### config.mk
export PLATFORM = sky130hd
export DESIGN_NAME = vehicle_alarm_hazard_controller_top
export DESIGN_NICKNAME = d
export VERILOG_FILES = /design/src/design/vahc_pkg.sv /design/src/design/vahc_csr.sv /design/src/design/vahc_step.sv /design/src/design/vehicle_alarm_hazard_controller_top.sv
export VERILOG_INCLUDE_DIRS = /design/src /design/src/design
export SDC_FILE = /design/constraint.sdc
export NUM_CORES = 1
export LEC_CHECK = 0
export BUFFER_PORTS_ARGS = -buffer_cell sky130_fd_sc_hd__buf_2
export CAP_MARGIN = 5
export CORE_ASPECT_RATIO = 1.4
export CORE_MARGIN = 2
export CORE_UTILIZATION = 49
export CTS_BUF_LIST = sky130_fd_sc_hd__clkbuf_8
export CTS_CLUSTER_DIAMETER = 30
export DETAILED_ROUTE_END_ITERATION = 16
export MAX_ROUTING_LAYER = met4
export PLACE_DENSITY = 0.76
export SLEW_MARGIN = 20
export SYNTH_ARGS = -nofsm -noshare
export SYNTH_HDL_FRONTEND = slang
export SYNTH_SLANG_ARGS = --single-unit
### constraint.sdc
create_clock -name clock -period 4.9 [get_ports clock]
set_clock_uncertainty 0.2 [all_clocks]
set_input_delay 1.47 -clock clock [delete_from_list [all_inputs] [get_ports clock]]
set_output_delay 1.47 -clock clock [all_outputs]
set_load 0.1 [all_outputs]
### src/design/vehicle_alarm_hazard_controller_top_defines.svh
// Assertion macros shared by the vehicle alarm and hazard controller.
`ifndef VEHICLE_ALARM_HAZARD_CONTROLLER_TOP_DEFINES_SVH
`define VEHICLE_ALARM_HAZARD_CONTROLLER_TOP_DEFINES_SVH

`ifndef SYNTHESIS
`define VAHC_ASSERT_IMPLY(name, clk, rst, ante, cons) \
   name: assert property (@(posedge clk) disable iff (rst) (ante) |-> (cons)) \
      else $error("assertion failed");
`define VAHC_ASSERT_NEXT(name, clk, rst, ante, cons) \
   name: assert property (@(posedge clk) disable iff (rst) (ante) |=> (cons)) \
      else $error("assertion failed");
`else
`define VAHC_ASSERT_IMPLY(name, clk, rst, ante, cons)
`define VAHC_ASSERT_NEXT(name, clk, rst, ante, cons)
`endif

`endif

### src/design/vahc_pkg.sv
package vahc_pkg;

   localparam int COUNT_WIDTH_DEFAULT = 16;
   localparam int CSR_ADDR_WIDTH      = 5;
   localparam int CSR_DATA_WIDTH      = 32;
   localparam int REQ_DATA_WIDTH      = 24;
   localparam int RSP_DATA_WIDTH      = 8;

   typedef enum logic [2:0] {
      REG_HOLD_MS          = 3'd0,
      REG_HAZARD_TOGGLE_MS = 3'd1,
      REG_AUTO_HAZARD      = 3'd2,
      REG_BRAKE_THRESHOLD  = 3'd3,
      REG_PULSE_LENGTH_MS  = 3'd4,
      REG_SHOCK_THRESHOLD  = 3'd5,
      REG_ALARM_TOGGLE_MS  = 3'd6
   } reg_index_type;

   localparam logic [15:0] HOLD_MS_RESET          = 16'd1000;
   localparam logic [15:0] HAZARD_TOGGLE_MS_RESET = 16'd300;
   localparam logic        AUTO_HAZARD_RESET      = 1'b1;
   localparam logic [6:0]  BRAKE_THRESHOLD_RESET  = 7'd50;
   localparam logic [15:0] PULSE_LENGTH_MS_RESET  = 16'd3000;
   localparam logic [11:0] SHOCK_THRESHOLD_RESET  = 12'd358;
   localparam logic [15:0] ALARM_TOGGLE_MS_RESET  = 16'd100;

   typedef struct packed {
      logic [15:0] alarm_toggle_ms;
      logic [11:0] shock_threshold;
      logic [15:0] pulse_length_ms;
      logic [6:0]  brake_threshold;
      logic        auto_hazard_enable;
      logic [15:0] hazard_toggle_ms;
      logic [15:0] hold_ms;
   } cfg_type;

   // Field order follows tdata from the highest bit down.
   typedef struct packed {
      logic [11:0] total_gforce;
      logic [6:0]  brake_intensity;
      logic        button_c;
      logic        button_b;
      logic        button_a;
   } req_type;

   typedef struct packed {
      logic engine_start;
      logic status_blink_req;
      logic single_blink_req;
      logic signal_out;
      logic alarm_active;
      logic alarm_armed;
      logic system_on;
   } rsp_type;

endpackage

### src/design/vahc_csr.sv
module vahc_csr (
   input  logic                                 clock,
   input  logic                                 reset,
   input  logic                                 csr_psel,
   input  logic                                 csr_penable,
   input  logic                                 csr_pwrite,
   input  logic [vahc_pkg::CSR_ADDR_WIDTH-1:0]  csr_paddr,
   input  logic [vahc_pkg::CSR_DATA_WIDTH-1:0]  csr_pwdata,
   output logic [vahc_pkg::CSR_DATA_WIDTH-1:0]  csr_prdata,
   output logic                                 csr_pready,
   output vahc_pkg::cfg_type                    cfg
);

   vahc_pkg::cfg_type       cfg_ff;
   vahc_pkg::cfg_type       cfg_in;
   vahc_pkg::reg_index_type index;
   logic                    write_en;

   assign csr_pready = 1'b1;
   assign index      = vahc_pkg::reg_index_type'(csr_paddr[4:2]);
   assign write_en   = csr_psel & csr_penable & csr_pwrite & csr_pready;
   assign cfg        = cfg_ff;

   always_comb begin
      cfg_in = cfg_ff;
      if (write_en) begin
         unique case (index)
            vahc_pkg::REG_HOLD_MS:          cfg_in.hold_ms = csr_pwdata[15:0];
            vahc_pkg::REG_HAZARD_TOGGLE_MS: cfg_in.hazard_toggle_ms = csr_pwdata[15:0];
            vahc_pkg::REG_AUTO_HAZARD:      cfg_in.auto_hazard_enable = csr_pwdata[0];
            vahc_pkg::REG_BRAKE_THRESHOLD:  cfg_in.brake_threshold = csr_pwdata[6:0];
            vahc_pkg::REG_PULSE_LENGTH_MS:  cfg_in.pulse_length_ms = csr_pwdata[15:0];
            vahc_pkg::REG_SHOCK_THRESHOLD:  cfg_in.shock_threshold = csr_pwdata[11:0];
            vahc_pkg::REG_ALARM_TOGGLE_MS:  cfg_in.alarm_toggle_ms = csr_pwdata[15:0];
            default: ;
         endcase
      end
   end

   always_comb begin
      unique case (index)
         vahc_pkg::REG_HOLD_MS:          csr_prdata = 32'(cfg_ff.hold_ms);
         vahc_pkg::REG_HAZARD_TOGGLE_MS: csr_prdata = 32'(cfg_ff.hazard_toggle_ms);
         vahc_pkg::REG_AUTO_HAZARD:      csr_prdata = 32'(cfg_ff.auto_hazard_enable);
         vahc_pkg::REG_BRAKE_THRESHOLD:  csr_prdata = 32'(cfg_ff.brake_threshold);
         vahc_pkg::REG_PULSE_LENGTH_MS:  csr_prdata = 32'(cfg_ff.pulse_length_ms);
         vahc_pkg::REG_SHOCK_THRESHOLD:  csr_prdata = 32'(cfg_ff.shock_threshold);
         vahc_pkg::REG_ALARM_TOGGLE_MS:  csr_prdata = 32'(cfg_ff.alarm_toggle_ms);
         default:                        csr_prdata = '0;
      endcase
   end

   always_ff @(posedge clock) begin
      if (reset) begin
         cfg_ff.hold_ms            <= vahc_pkg::HOLD_MS_RESET;
         cfg_ff.hazard_toggle_ms   <= vahc_pkg::HAZARD_TOGGLE_MS_RESET;
         cfg_ff.auto_hazard_enable <= vahc_pkg::AUTO_HAZARD_RESET;
         cfg_ff.brake_threshold    <= vahc_pkg::BRAKE_THRESHOLD_RESET;
         cfg_ff.pulse_length_ms    <= vahc_pkg::PULSE_LENGTH_MS_RESET;
         cfg_ff.shock_threshold    <= vahc_pkg::SHOCK_THRESHOLD_RESET;
         cfg_ff.alarm_toggle_ms    <= vahc_pkg::ALARM_TOGGLE_MS_RESET;
      end else begin
         cfg_ff <= cfg_in;
      end
   end

endmodule

### src/design/vahc_step.sv
module vahc_step #(
   parameter int COUNT_WIDTH = vahc_pkg::COUNT_WIDTH_DEFAULT
) (
   input  logic              clock,
   input  logic              reset,
   input  logic              advance,
   input  vahc_pkg::req_type req,
   input  vahc_pkg::cfg_type cfg,
   output vahc_pkg::rsp_type rsp
);

   localparam int CMP_WIDTH = (COUNT_WIDTH > 16) ? COUNT_WIDTH : 16;

   typedef struct packed {
      logic                   sys_on;
      logic                   armed;
      logic                   triggered;
      logic                   a_down;
      logic                   a_hold_done;
      logic [COUNT_WIDTH-1:0] a_press_count;
      logic                   b_down;
      logic                   b_hold_done;
      logic [COUNT_WIDTH-1:0] b_press_count;
      logic                   pulse_active;
      logic [COUNT_WIDTH-1:0] pulse_elapsed;
      logic [COUNT_WIDTH-1:0] hazard_elapsed;
      logic                   hazard_phase;
      logic [COUNT_WIDTH-1:0] alarm_elapsed;
      logic                   alarm_phase;
      logic                   signal_level;
   } state_type;

   state_type state_ff;
   state_type state_in;

   function automatic logic [COUNT_WIDTH-1:0] sat_inc(input logic [COUNT_WIDTH-1:0] v);
      return (&v) ? v : v + 1'b1;
   endfunction

   function automatic logic reached(input logic [COUNT_WIDTH-1:0] count,
                                    input logic [15:0] limit);
      return CMP_WIDTH'(count) >= CMP_WIDTH'(limit);
   endfunction

   always_comb begin
      state_type s;
      logic      single_req;
      logic      status_req;
      logic      engine;
      s          = state_ff;
      single_req = 1'b0;
      status_req = 1'b0;

      if (s.pulse_active) begin
         s.pulse_elapsed  = sat_inc(s.pulse_elapsed);
         s.hazard_elapsed = sat_inc(s.hazard_elapsed);
      end
      s.alarm_elapsed = sat_inc(s.alarm_elapsed);

      // Power button: short press turns on, hold turns off.
      if (req.button_a) begin
         if (!s.a_down) begin
            s.a_down        = 1'b1;
            s.a_press_count = '0;
         end else begin
            s.a_press_count = sat_inc(s.a_press_count);
         end
         if (!s.a_hold_done && reached(s.a_press_count, cfg.hold_ms)) begin
            if (s.sys_on) begin
               s.sys_on   = 1'b0;
               single_req = 1'b1;
            end
            s.a_hold_done = 1'b1;
         end
      end else begin
         if (s.a_down && !s.a_hold_done) begin
            if (s.triggered) begin
               s.triggered = 1'b0;
               single_req  = 1'b1;
            end
            s.sys_on = 1'b1;
         end
         s.a_down        = 1'b0;
         s.a_hold_done   = 1'b0;
         s.a_press_count = '0;
      end

      // Alarm button: hold toggles arming while off, short press clears or asks status.
      if (req.button_b) begin
         if (!s.b_down) begin
            s.b_down        = 1'b1;
            s.b_press_count = '0;
         end else begin
            s.b_press_count = sat_inc(s.b_press_count);
         end
         if (!s.b_hold_done && reached(s.b_press_count, cfg.hold_ms) &&
             !s.triggered && !s.sys_on) begin
            s.b_hold_done = 1'b1;
            s.armed       = !s.armed;
            if (s.armed) begin
               status_req = 1'b1;
            end else begin
               single_req = 1'b1;
            end
         end
      end else begin
         if (s.b_down && !s.b_hold_done) begin
            if (s.triggered) begin
               s.triggered = 1'b0;
               single_req  = 1'b1;
            end else if (!s.sys_on) begin
               status_req = 1'b1;
            end
         end
         s.b_down        = 1'b0;
         s.b_hold_done   = 1'b0;
         s.b_press_count = '0;
      end

      engine = req.button_c & s.sys_on;

      if ((req.brake_intensity > cfg.brake_threshold) && !s.pulse_active &&
          s.sys_on && cfg.auto_hazard_enable) begin
         s.pulse_active   = 1'b1;
         s.pulse_elapsed  = '0;
         s.hazard_elapsed = '0;
         s.hazard_phase   = 1'b0;
      end
      if (s.pulse_active) begin
         if (reached(s.pulse_elapsed, cfg.pulse_length_ms)) begin
            s.pulse_active = 1'b0;
            s.signal_level = 1'b0;
         end else if (reached(s.hazard_elapsed, cfg.hazard_toggle_ms)) begin
            s.hazard_elapsed = '0;
            s.hazard_phase   = !s.hazard_phase;
            s.signal_level   = s.hazard_phase;
         end
      end

      if (!s.sys_on && (req.total_gforce > cfg.shock_threshold) && s.armed) begin
         s.triggered = 1'b1;
      end
      if (s.triggered && s.armed && reached(s.alarm_elapsed, cfg.alarm_toggle_ms)) begin
         s.alarm_elapsed = '0;
         s.alarm_phase   = !s.alarm_phase;
         s.signal_level  = s.alarm_phase;
      end

      state_in             = s;
      rsp.system_on        = s.sys_on;
      rsp.alarm_armed      = s.armed;
      rsp.alarm_active     = s.triggered;
      rsp.signal_out       = s.signal_level;
      rsp.single_blink_req = single_req;
      rsp.status_blink_req = status_req;
      rsp.engine_start     = engine;
   end

   always_ff @(posedge clock) begin
      if (reset) begin
         state_ff <= '0;
      end else if (advance) begin
         state_ff <= state_in;
      end
   end

endmodule

### src/design/vehicle_alarm_hazard_controller_top.sv
// Vehicle alarm and hazard controller: each request is one 1 ms tick with button
// levels, braking intensity and g-force, and yields exactly one response with the
// relay levels and one-tick blink requests. A request is taken every cycle while
// responses are taken; its response passes through the input register and then the
// result register, with the state update between them. The user must write registers
// over the APB port only while no request is in flight; the block does not enforce it.
`include "vehicle_alarm_hazard_controller_top_defines.svh"

module vehicle_alarm_hazard_controller_top #(
   parameter int COUNT_WIDTH = vahc_pkg::COUNT_WIDTH_DEFAULT
) (
   input  logic                                 clock,
   input  logic                                 reset,
   input  logic                                 req_tvalid,
   output logic                                 req_tready,
   // [0] button_a, [1] button_b, [2] button_c, [9:3] brake_intensity,
   // [21:10] total_gforce, [23:22] zero
   input  logic [vahc_pkg::REQ_DATA_WIDTH-1:0]  req_tdata,
   output logic                                 rsp_tvalid,
   input  logic                                 rsp_tready,
   // [0] system_on, [1] alarm_armed, [2] alarm_active, [3] signal_out,
   // [4] single_blink_req, [5] status_blink_req, [6] engine_start, [7] zero
   output logic [vahc_pkg::RSP_DATA_WIDTH-1:0]  rsp_tdata,
   input  logic                                 csr_psel,
   input  logic                                 csr_penable,
   input  logic                                 csr_pwrite,
   input  logic [vahc_pkg::CSR_ADDR_WIDTH-1:0]  csr_paddr,
   input  logic [vahc_pkg::CSR_DATA_WIDTH-1:0]  csr_pwdata,
   output logic [vahc_pkg::CSR_DATA_WIDTH-1:0]  csr_prdata,
   output logic                                 csr_pready
);

   vahc_pkg::cfg_type cfg;
   vahc_pkg::req_type in_data_ff;
   vahc_pkg::rsp_type step_rsp;
   vahc_pkg::rsp_type out_data_ff;
   logic              in_valid_ff;
   logic              in_valid_in;
   logic              out_valid_ff;
   logic              out_valid_in;
   logic              req_accept;
   logic              advance;

   assign advance     = in_valid_ff & (~out_valid_ff | rsp_tready);
   assign req_tready  = ~in_valid_ff | advance;
   assign req_accept  = req_tvalid & req_tready;
   assign in_valid_in = req_accept | (in_valid_ff & ~advance);
   assign out_valid_in = advance | (out_valid_ff & ~rsp_tready);
   assign rsp_tvalid  = out_valid_ff;
   assign rsp_tdata   = {1'b0, out_data_ff};

   vahc_csr u_csr (
      .clock       (clock),
      .reset       (reset),
      .csr_psel    (csr_psel),
      .csr_penable (csr_penable),
      .csr_pwrite  (csr_pwrite),
      .csr_paddr   (csr_paddr),
      .csr_pwdata  (csr_pwdata),
      .csr_prdata  (csr_prdata),
      .csr_pready  (csr_pready),
      .cfg         (cfg)
   );

   vahc_step #(
      .COUNT_WIDTH (COUNT_WIDTH)
   ) u_step (
      .clock   (clock),
      .reset   (reset),
      .advance (advance),
      .req     (in_data_ff),
      .cfg     (cfg),
      .rsp     (step_rsp)
   );

   always_ff @(posedge clock) begin
      if (reset) begin
         in_valid_ff  <= 1'b0;
         out_valid_ff <= 1'b0;
      end else begin
         in_valid_ff  <= in_valid_in;
         out_valid_ff <= out_valid_in;
      end
      if (req_accept) begin
         in_data_ff <= vahc_pkg::req_type'(req_tdata[21:0]);
      end
      if (advance) begin
         out_data_ff <= step_rsp;
      end
   end

   `VAHC_ASSERT_NEXT(a_advance_gives_rsp, clock, reset, advance, rsp_tvalid)
   `VAHC_ASSERT_IMPLY(a_stall_means_full, clock, reset, !req_tready, in_valid_ff && out_valid_ff)
   `VAHC_ASSERT_IMPLY(a_active_needs_armed, clock, reset, rsp_tvalid && rsp_tdata[2], rsp_tdata[1])
   `VAHC_ASSERT_IMPLY(a_engine_needs_on, clock, reset, rsp_tvalid && rsp_tdata[6], rsp_tdata[0])

endmodule

---- After elaboration in Yosys (flattened, before gate mapping) ----
Cells that the tools add are included.
cells by class
  magnitude comparators ................... 7
  reduce and logical (&&, ||, !) cells .... 37
  mux-type cells .......................... 51
  bitwise gates (word level) .............. 15
  $add $sub $neg .......................... 5
  equality and inequality tests ........... 8
operators with widths
  kind                                                   number
  two-way mux 16 bit                                     9
  one-hot mux 16 bit (7 select lines)                    1
  adder 16 x 1 -> 16 bit, second input constant          5
  >= comparator 16 bit                                   5
  AND reduction 16 bit                                   5
  two-way mux 18 bit                                     3
  two-way mux 17 bit                                     3
  two-way mux 34 bit                                     1
  two-way mux 1 bit                                      33
  two-way mux 32 bit                                     1
  AND reduction 2 bit                                    10
  logical AND 1 bit                                      13
  greater-than comparator 12 bit                         1
  == test 3 bit, second input constant                   3
  logical NOT 1 bit                                      8
  bitwise AND 1 bit                                      7
  greater-than comparator 7 bit                          1
  == test 3 x 2 -> 1 bit, second input constant          2
  inequality test 2 x 1 -> 1 bit, second input constant  2
  inverter 1 bit                                         4
  bitwise OR 1 bit                                       4
  == test 3 x 1 -> 1 bit, second input constant          1
  logical NOT 3 bit                                      1
storage, ports and cells
  word-level logic and storage cells ...... 160
  bits in registers ....................... 206
  output and inout bits ................... 43
  input bits .............................. 68

---- Depth between registers and ports, before layout ----
  depth after elaboration ................. 17
  depth in mapped cells ................... 28
  depth with buffers taken out ............ 23

---- Cells and area by module ----
Synthesis repeated with hierarchy kept, for this count alone.
second synthesis, totals
  cell total of the unflattened synthesis .. 1625
  area total of the unflattened synthesis .. 13272.7 um^2
by module, submodules not included
  module                               cells an instance  seq. area each (um^2)  area an instance (um^2)  instances
  vahc_step                            1107               1821.7                 8072.7                   1
  vahc_csr                             477                1681.6                 4214.0                   1
  vehicle_alarm_hazard_controller_top  41                 910.9                  985.9                    1

---- Worst setup path after synthesis ----
No wires, ideal clock.
  kind .................................... input-to-output
  start ................................... input csr_paddr[3] (netlist name)
  end ..................................... output csr_prdata[11] (netlist name)
  setup slack ............................. -1161 ps
  buffers on the path ..................... 2
  data required time ...................... 3230 ps
  arrival time ............................ 4391 ps
  cell stages on the path ................. 6
  path through ............................ clkbuf_1 > buf_1 > nand2_1 > o21ai_0 > a22oi_1 > o21ai_0
on the way
  word-level cells in the longest chain between the ends .. 2
  elaborated cells between the ends (all ways) .. 8
  those cells by class .................... eq/ne: 6; mux: 1; reduce/logical: 1
ends and longest elaborated chain
  item                                         RTL line                                   text
  start, declared                              vehicle_alarm_hazard_controller_top.sv:27  input logic [vahc_pkg::CSR_ADDR_WIDTH-1:0] csr_paddr,
  == test 3 bit, or another cell as far along  vahc_csr.sv:41                             unique case (index)
  one-hot mux 16 bit (7 select lines) (*)      vahc_csr.sv:41
  end, declared                                vehicle_alarm_hazard_controller_top.sv:29  output logic [vahc_pkg::CSR_DATA_WIDTH-1:0] csr_prdata,
Mark *: on every way between the ends. The rest lies on a longest branch, timed or not.

---- Worst setup path after layout ----
  start ................................... register u_step.state_ff[73] (netlist name)
  end ..................................... register u_step.state_ff[25] (netlist name)
on the way
  word-level cells in the longest chain between the ends .. 15
  elaborated cells between the ends (all ways) .. 17
  those cells by class .................... add/sub: 1; order compare: 3; mux: 9; reduce/logical: 4
ends and longest elaborated chain
  item                                                            RTL line          text
  start, declared                                                 vahc_step.sv:33   state_type state_ff;
  start signal, assigned                                          vahc_step.sv:163  state_ff <= state_in;
  adder 16 x 1 -> 16 bit or AND reduction 16 bit (tied branches)  vahc_step.sv:37   return (&v) ? v : v + 1'b1;
  two-way mux 16 bit (*)                                          vahc_step.sv:37
  two-way mux 16 bit (*)                                          vahc_step.sv:62   if (!s.a_down) begin
  two-way mux 16 bit (*)                                          vahc_step.sv:61   if (req.button_a) begin
  >= comparator 16 bit (*)                                        vahc_step.sv:42   return CMP_WIDTH'(count) >= CMP_WIDTH'(limit);
  logical AND 1 bit (*)                                           vahc_step.sv:68   if (!s.a_hold_done && reached(s.a_press_count, cfg.hold_ms)) begin
  two-way mux 1 bit (*)                                           vahc_step.sv:68
  two-way mux 1 bit (*)                                           vahc_step.sv:61
  logical AND 1 bit (*)                                           vahc_step.sv:122  if ((req.brake_intensity > cfg.brake_threshold) && !s.pulse_active &&
  logical AND 1 bit (*)                                           vahc_step.sv:123  s.sys_on && cfg.auto_hazard_enable) begin
  two-way mux 34 bit (*)                                          vahc_step.sv:122
  >= comparator 16 bit                                            vahc_step.sv:42
  two-way mux 17 bit                                              vahc_step.sv:133  end else if (reached(s.hazard_elapsed, cfg.hazard_toggle_ms)) begin
  two-way mux 17 bit                                              vahc_step.sv:130  if (reached(s.pulse_elapsed, cfg.pulse_length_ms)) begin
  two-way mux 17 bit (*)                                          vahc_step.sv:129  if (s.pulse_active) begin
Mark *: on every way between the ends. The rest lies on a longest branch, timed or not. The select of a mux whose other input is x is not followed.
A chain may end at the register's enable or synchronous reset.

==> results.tsv <==
stage	metric	value	unit
placed_design	port_buffers	72	
final_layout	drive_above_1_share	23.8	%
clock_tree	root_buffer	clkbuf_8	
yosys	ys_warn_count	0	
yosys	synthTopCellsByArea	dfxtp_1, ha_1, nand2_1	
setup_path	cp_max_fo	7	
setup_path	cp-start-kind	flop	
drt	ant_nets	0	
final_layout	area.growth.synth_to_final	25.9	%
clock_tree	htreeDepth	2	
pwr	p_leak	6.42	nW
pwr	ir_drop	0.309	mV
sta	worstMarginPinSlew	966	ps
sta	fmax	192	MHz
drt	wl_per_cell	19.0	um
yosys	syn_inst	1577	
sta	report.final.hold_viol_count	0	
drt	viasPerCell	6.07	
final_layout	register_area	4420	um2
pwr	intPower	2.94	mW
drt	drt_wl_total	39900	um
floorplanning	dieArea	27400	um2
placed_design	place_congestion	1.00	
floorplanning	start_util	50.1	%
setup_path	critPathArrivalTime	5470	ps
pwr	seqPwrFrac	42.7	%
outcome	status	complete, but fails checks	
setup_path	crit_type	reg2reg	
yosys	seq_area_frac_synth	34.6	%
worst_hold_path	hp-class	reg2reg	
placed_design	place_inst	1994	
placed_design	dp_hpwl	27600	um
floorplanning	ios	111	
sta	setup_ws	-304	ps
yosys	async_reset_ff_share	0	%
setup_path	cp_data_required_time	5160	ps
sta	post-route-min-period	5200	ps
setup_path	r2r_slack	-300	ps
clock_tree	clock-sinks	206	
grt	grt_pass1_wl	62000	um
final_layout	final_cells	2099	
yosys	synth-seq-cells	206	
yosys	ys.flop_type	dfxtp_1	
yosys	synthesis.area	12800	um2
pwr	switching_share	28.7	%
yosys	synth_edf_count	29	
grt	grt_pass1_vias	12400	
outcome	failed_checks	setup timing	
final_layout	multi_input_area	8320	um2
job	maxCapViolCount	0	
pwr	power_switching	1.18	mW
yosys	synth_cell_types	81	
placed_design	place_ws	-483	ps
clock_tree	ctsHoldBuffers	0	
grt	track_usage	29.0	%
grt	antenna_found_initial	0	
clock_tree	cts_tree	built	
sta	fin_crit_sh	106	%
setup_path	worstSetupEndpointType	flop	
pwr	combPwrFrac	12.8	%
drt	initialDrtViolationCount	1089	
clock_tree	clk_latency	560	ps
drt	drcViolationCount	0	
grt	grt_start_max_net_pins	72	
floorplanning	die_y	195	um
clock_tree	path_clk_slew	60	ps
yosys	synth_top_area_share	27.8	%
pwr	p_clk_share	44.6	%
clock_tree	cts_buffer_depth	3	
final_layout	final_nets	1920	
sta	rsz0062_at_grt	yes	
sta	maxSlewHeadroom	35.6	%
final_layout	nFillCells	2023	
yosys	synth_area_leader_cell	dfxtp_1	
floorplanning	die_x	140	um
floorplanning	row_count	69	
grt	overflow	0	
yosys	syn_area_per_cell	8.10	um2
drt	dr.pass1.iters	6	
drt	vias	12700	
pwr	power_density	257	nW/um2
floorplanning	core_area	25500	um2
sta	setup_violations	36	
sta	report.final.slew_viol_count	0	
clock_tree	cts_buffers	43	
final_layout	num_antenna_cells	0	
## cell families (layout without fill, tap and decap cells)
kind of cell	Yosys count	after routing	synth area share [%]
compound gates	374	374	19.2
xor+xnor	53	53	3.64
fa+ha+maj	105	105	10.3
buf+inv	202	386	6.75
flops	206	206	34.6
mux	29	29	2.98
other cells	2	18	0.0588
simple gates	606	609	22.5
## critical path, cell delays in order (launching register included)
cell       delay, ps
dfxtp_2          320
and4_4           250
nand4_4          130
buf_12           170
or3_4            370
buf_4            170
a31oi_1          210
ha_1             290
a21oi_1          190
o21a_1           200
a2bb2oi_4        170
a31o_4           220
and2_4           210
buf_8            150
nor3_4            40
ha_1             300
a21oi_1          140
o21ai_1          100
a221oi_2         300
o211ai_1         180
a32oi_2          220
buf_4            180
buf_12           120
nand3_1           70
a31oi_1          180
## sequential cells by signal, summed over array words and instances, names as in the netlist
signal,cells
in_valid_ff,1
rsp_tvalid,1
in_data_ff,22
u_csr.cfg,84
rsp_tdata,7
u_step.state_ff,91
## cells in the final DEF (no fill, tap or decap), types with 47 or more instances in the layout
cell type	Yosys	final
nand3_1	60	54
inv_1	98	111
a21oi_1	134	129
dfxtp_1	177	171
buf_4	20	120
buf_2	9	58
clkbuf_8	0	47
nor2_1	132	114
nand2_1	237	230
ha_1	105	99
## layer usage
layer  share of wire [%]  global-route usage [%]  wire length, um  up-vias
li1                    -                       -                -     5971
met1                  37                    31.1            14600     5962
met2                  49                    48.8            19400      592
met3                 7.0                    4.93             2790      206
met4                 7.8                    19.5             3110        0
met5                   0                       -                0        -
## power by group through the flow
stage | Combinational, mW | Clock [mW] | Sequential (mW)
CTS | 0.509 | 1.86 | 1.76
global placement | 0.460 | 0 | 1.79
floorplan | 0.308 | 0 | 1.81
global route | 0.551 | 1.95 | 1.76
detailed placement | 0.468 | 0 | 1.80
finish | 0.527 | 1.84 | 1.76
## cells in the mapped netlist (5+ instances only)
library cell	number
nand2_1	237
nor3_1	29
a211oi_1	11
inv_1	98
nor2b_1	10
buf_2	9
or3_1	15
xor2_1	26
a221oi_1	5
or4_1	5
nor3_2	8
and3_1	16
and2_1	8
mux4_2	7
mux2i_1	20
o21ai_0	51
a32o_1	21
clkbuf_1	60
nand4_1	29
buf_4	20
o21a_1	6
edfxtp_1	29
ha_1	105
nor4_1	14
buf_1	8
nor2_1	132
and4_1	14
o211ai_1	33
a22oi_1	12
a21o_1	16
a21oi_1	134
dfxtp_1	177
xnor2_1	27
nand2b_1	9
a31oi_1	20
o21ai_1	5
o22ai_1	11
nand3_1	60
## stage by stage
step,util [%],power [mW],TNS [ps],hold WS (ps),instance area (um2)
detailed placement,56.3,2.26,-15320,247,14400
global route,63.1,4.27,-12820,274,16100
global placement,56.3,2.25,-12630,239,14300
CTS,62.1,4.13,-5690,255,15800
finish,63.1,4.13,-5820,254,16100
floorplan,-,2.12,-2080,232,13100
## repair_timing
| action | in CTS | in global routing |
|---|---|---|
| pin swaps | 51 | 35 |
| resized for setup | 90 | 39 |
| setup endpoints to repair | 38 | 39 |
| buffers inserted | 21 | 4 |
| gates cloned | 3 | 1 |
## final cells by class
type,count,area share (%)
clock buffer,47,4.02
clock inverter,31,1.42
inverter,101,2.40
multi-input combinational,1188,51.7
sequential,206,27.5
tap,319,2.48
timing repair buffer,207,10.4
## path summary, 6_finish.rpt
check / from / to / cells after the start
worst max-delay path: u_step.state_ff[73] / u_step.state_ff[25] / 24
worst min-delay path: u_csr.cfg[77] / u_csr.cfg[77] / 2
worst max register to register: u_step.state_ff[73] / u_step.state_ff[25] / 24
worst min register to register: u_csr.cfg[77] / u_csr.cfg[77] / 2
No activity file was read; power rests on OpenSTA's default activity.
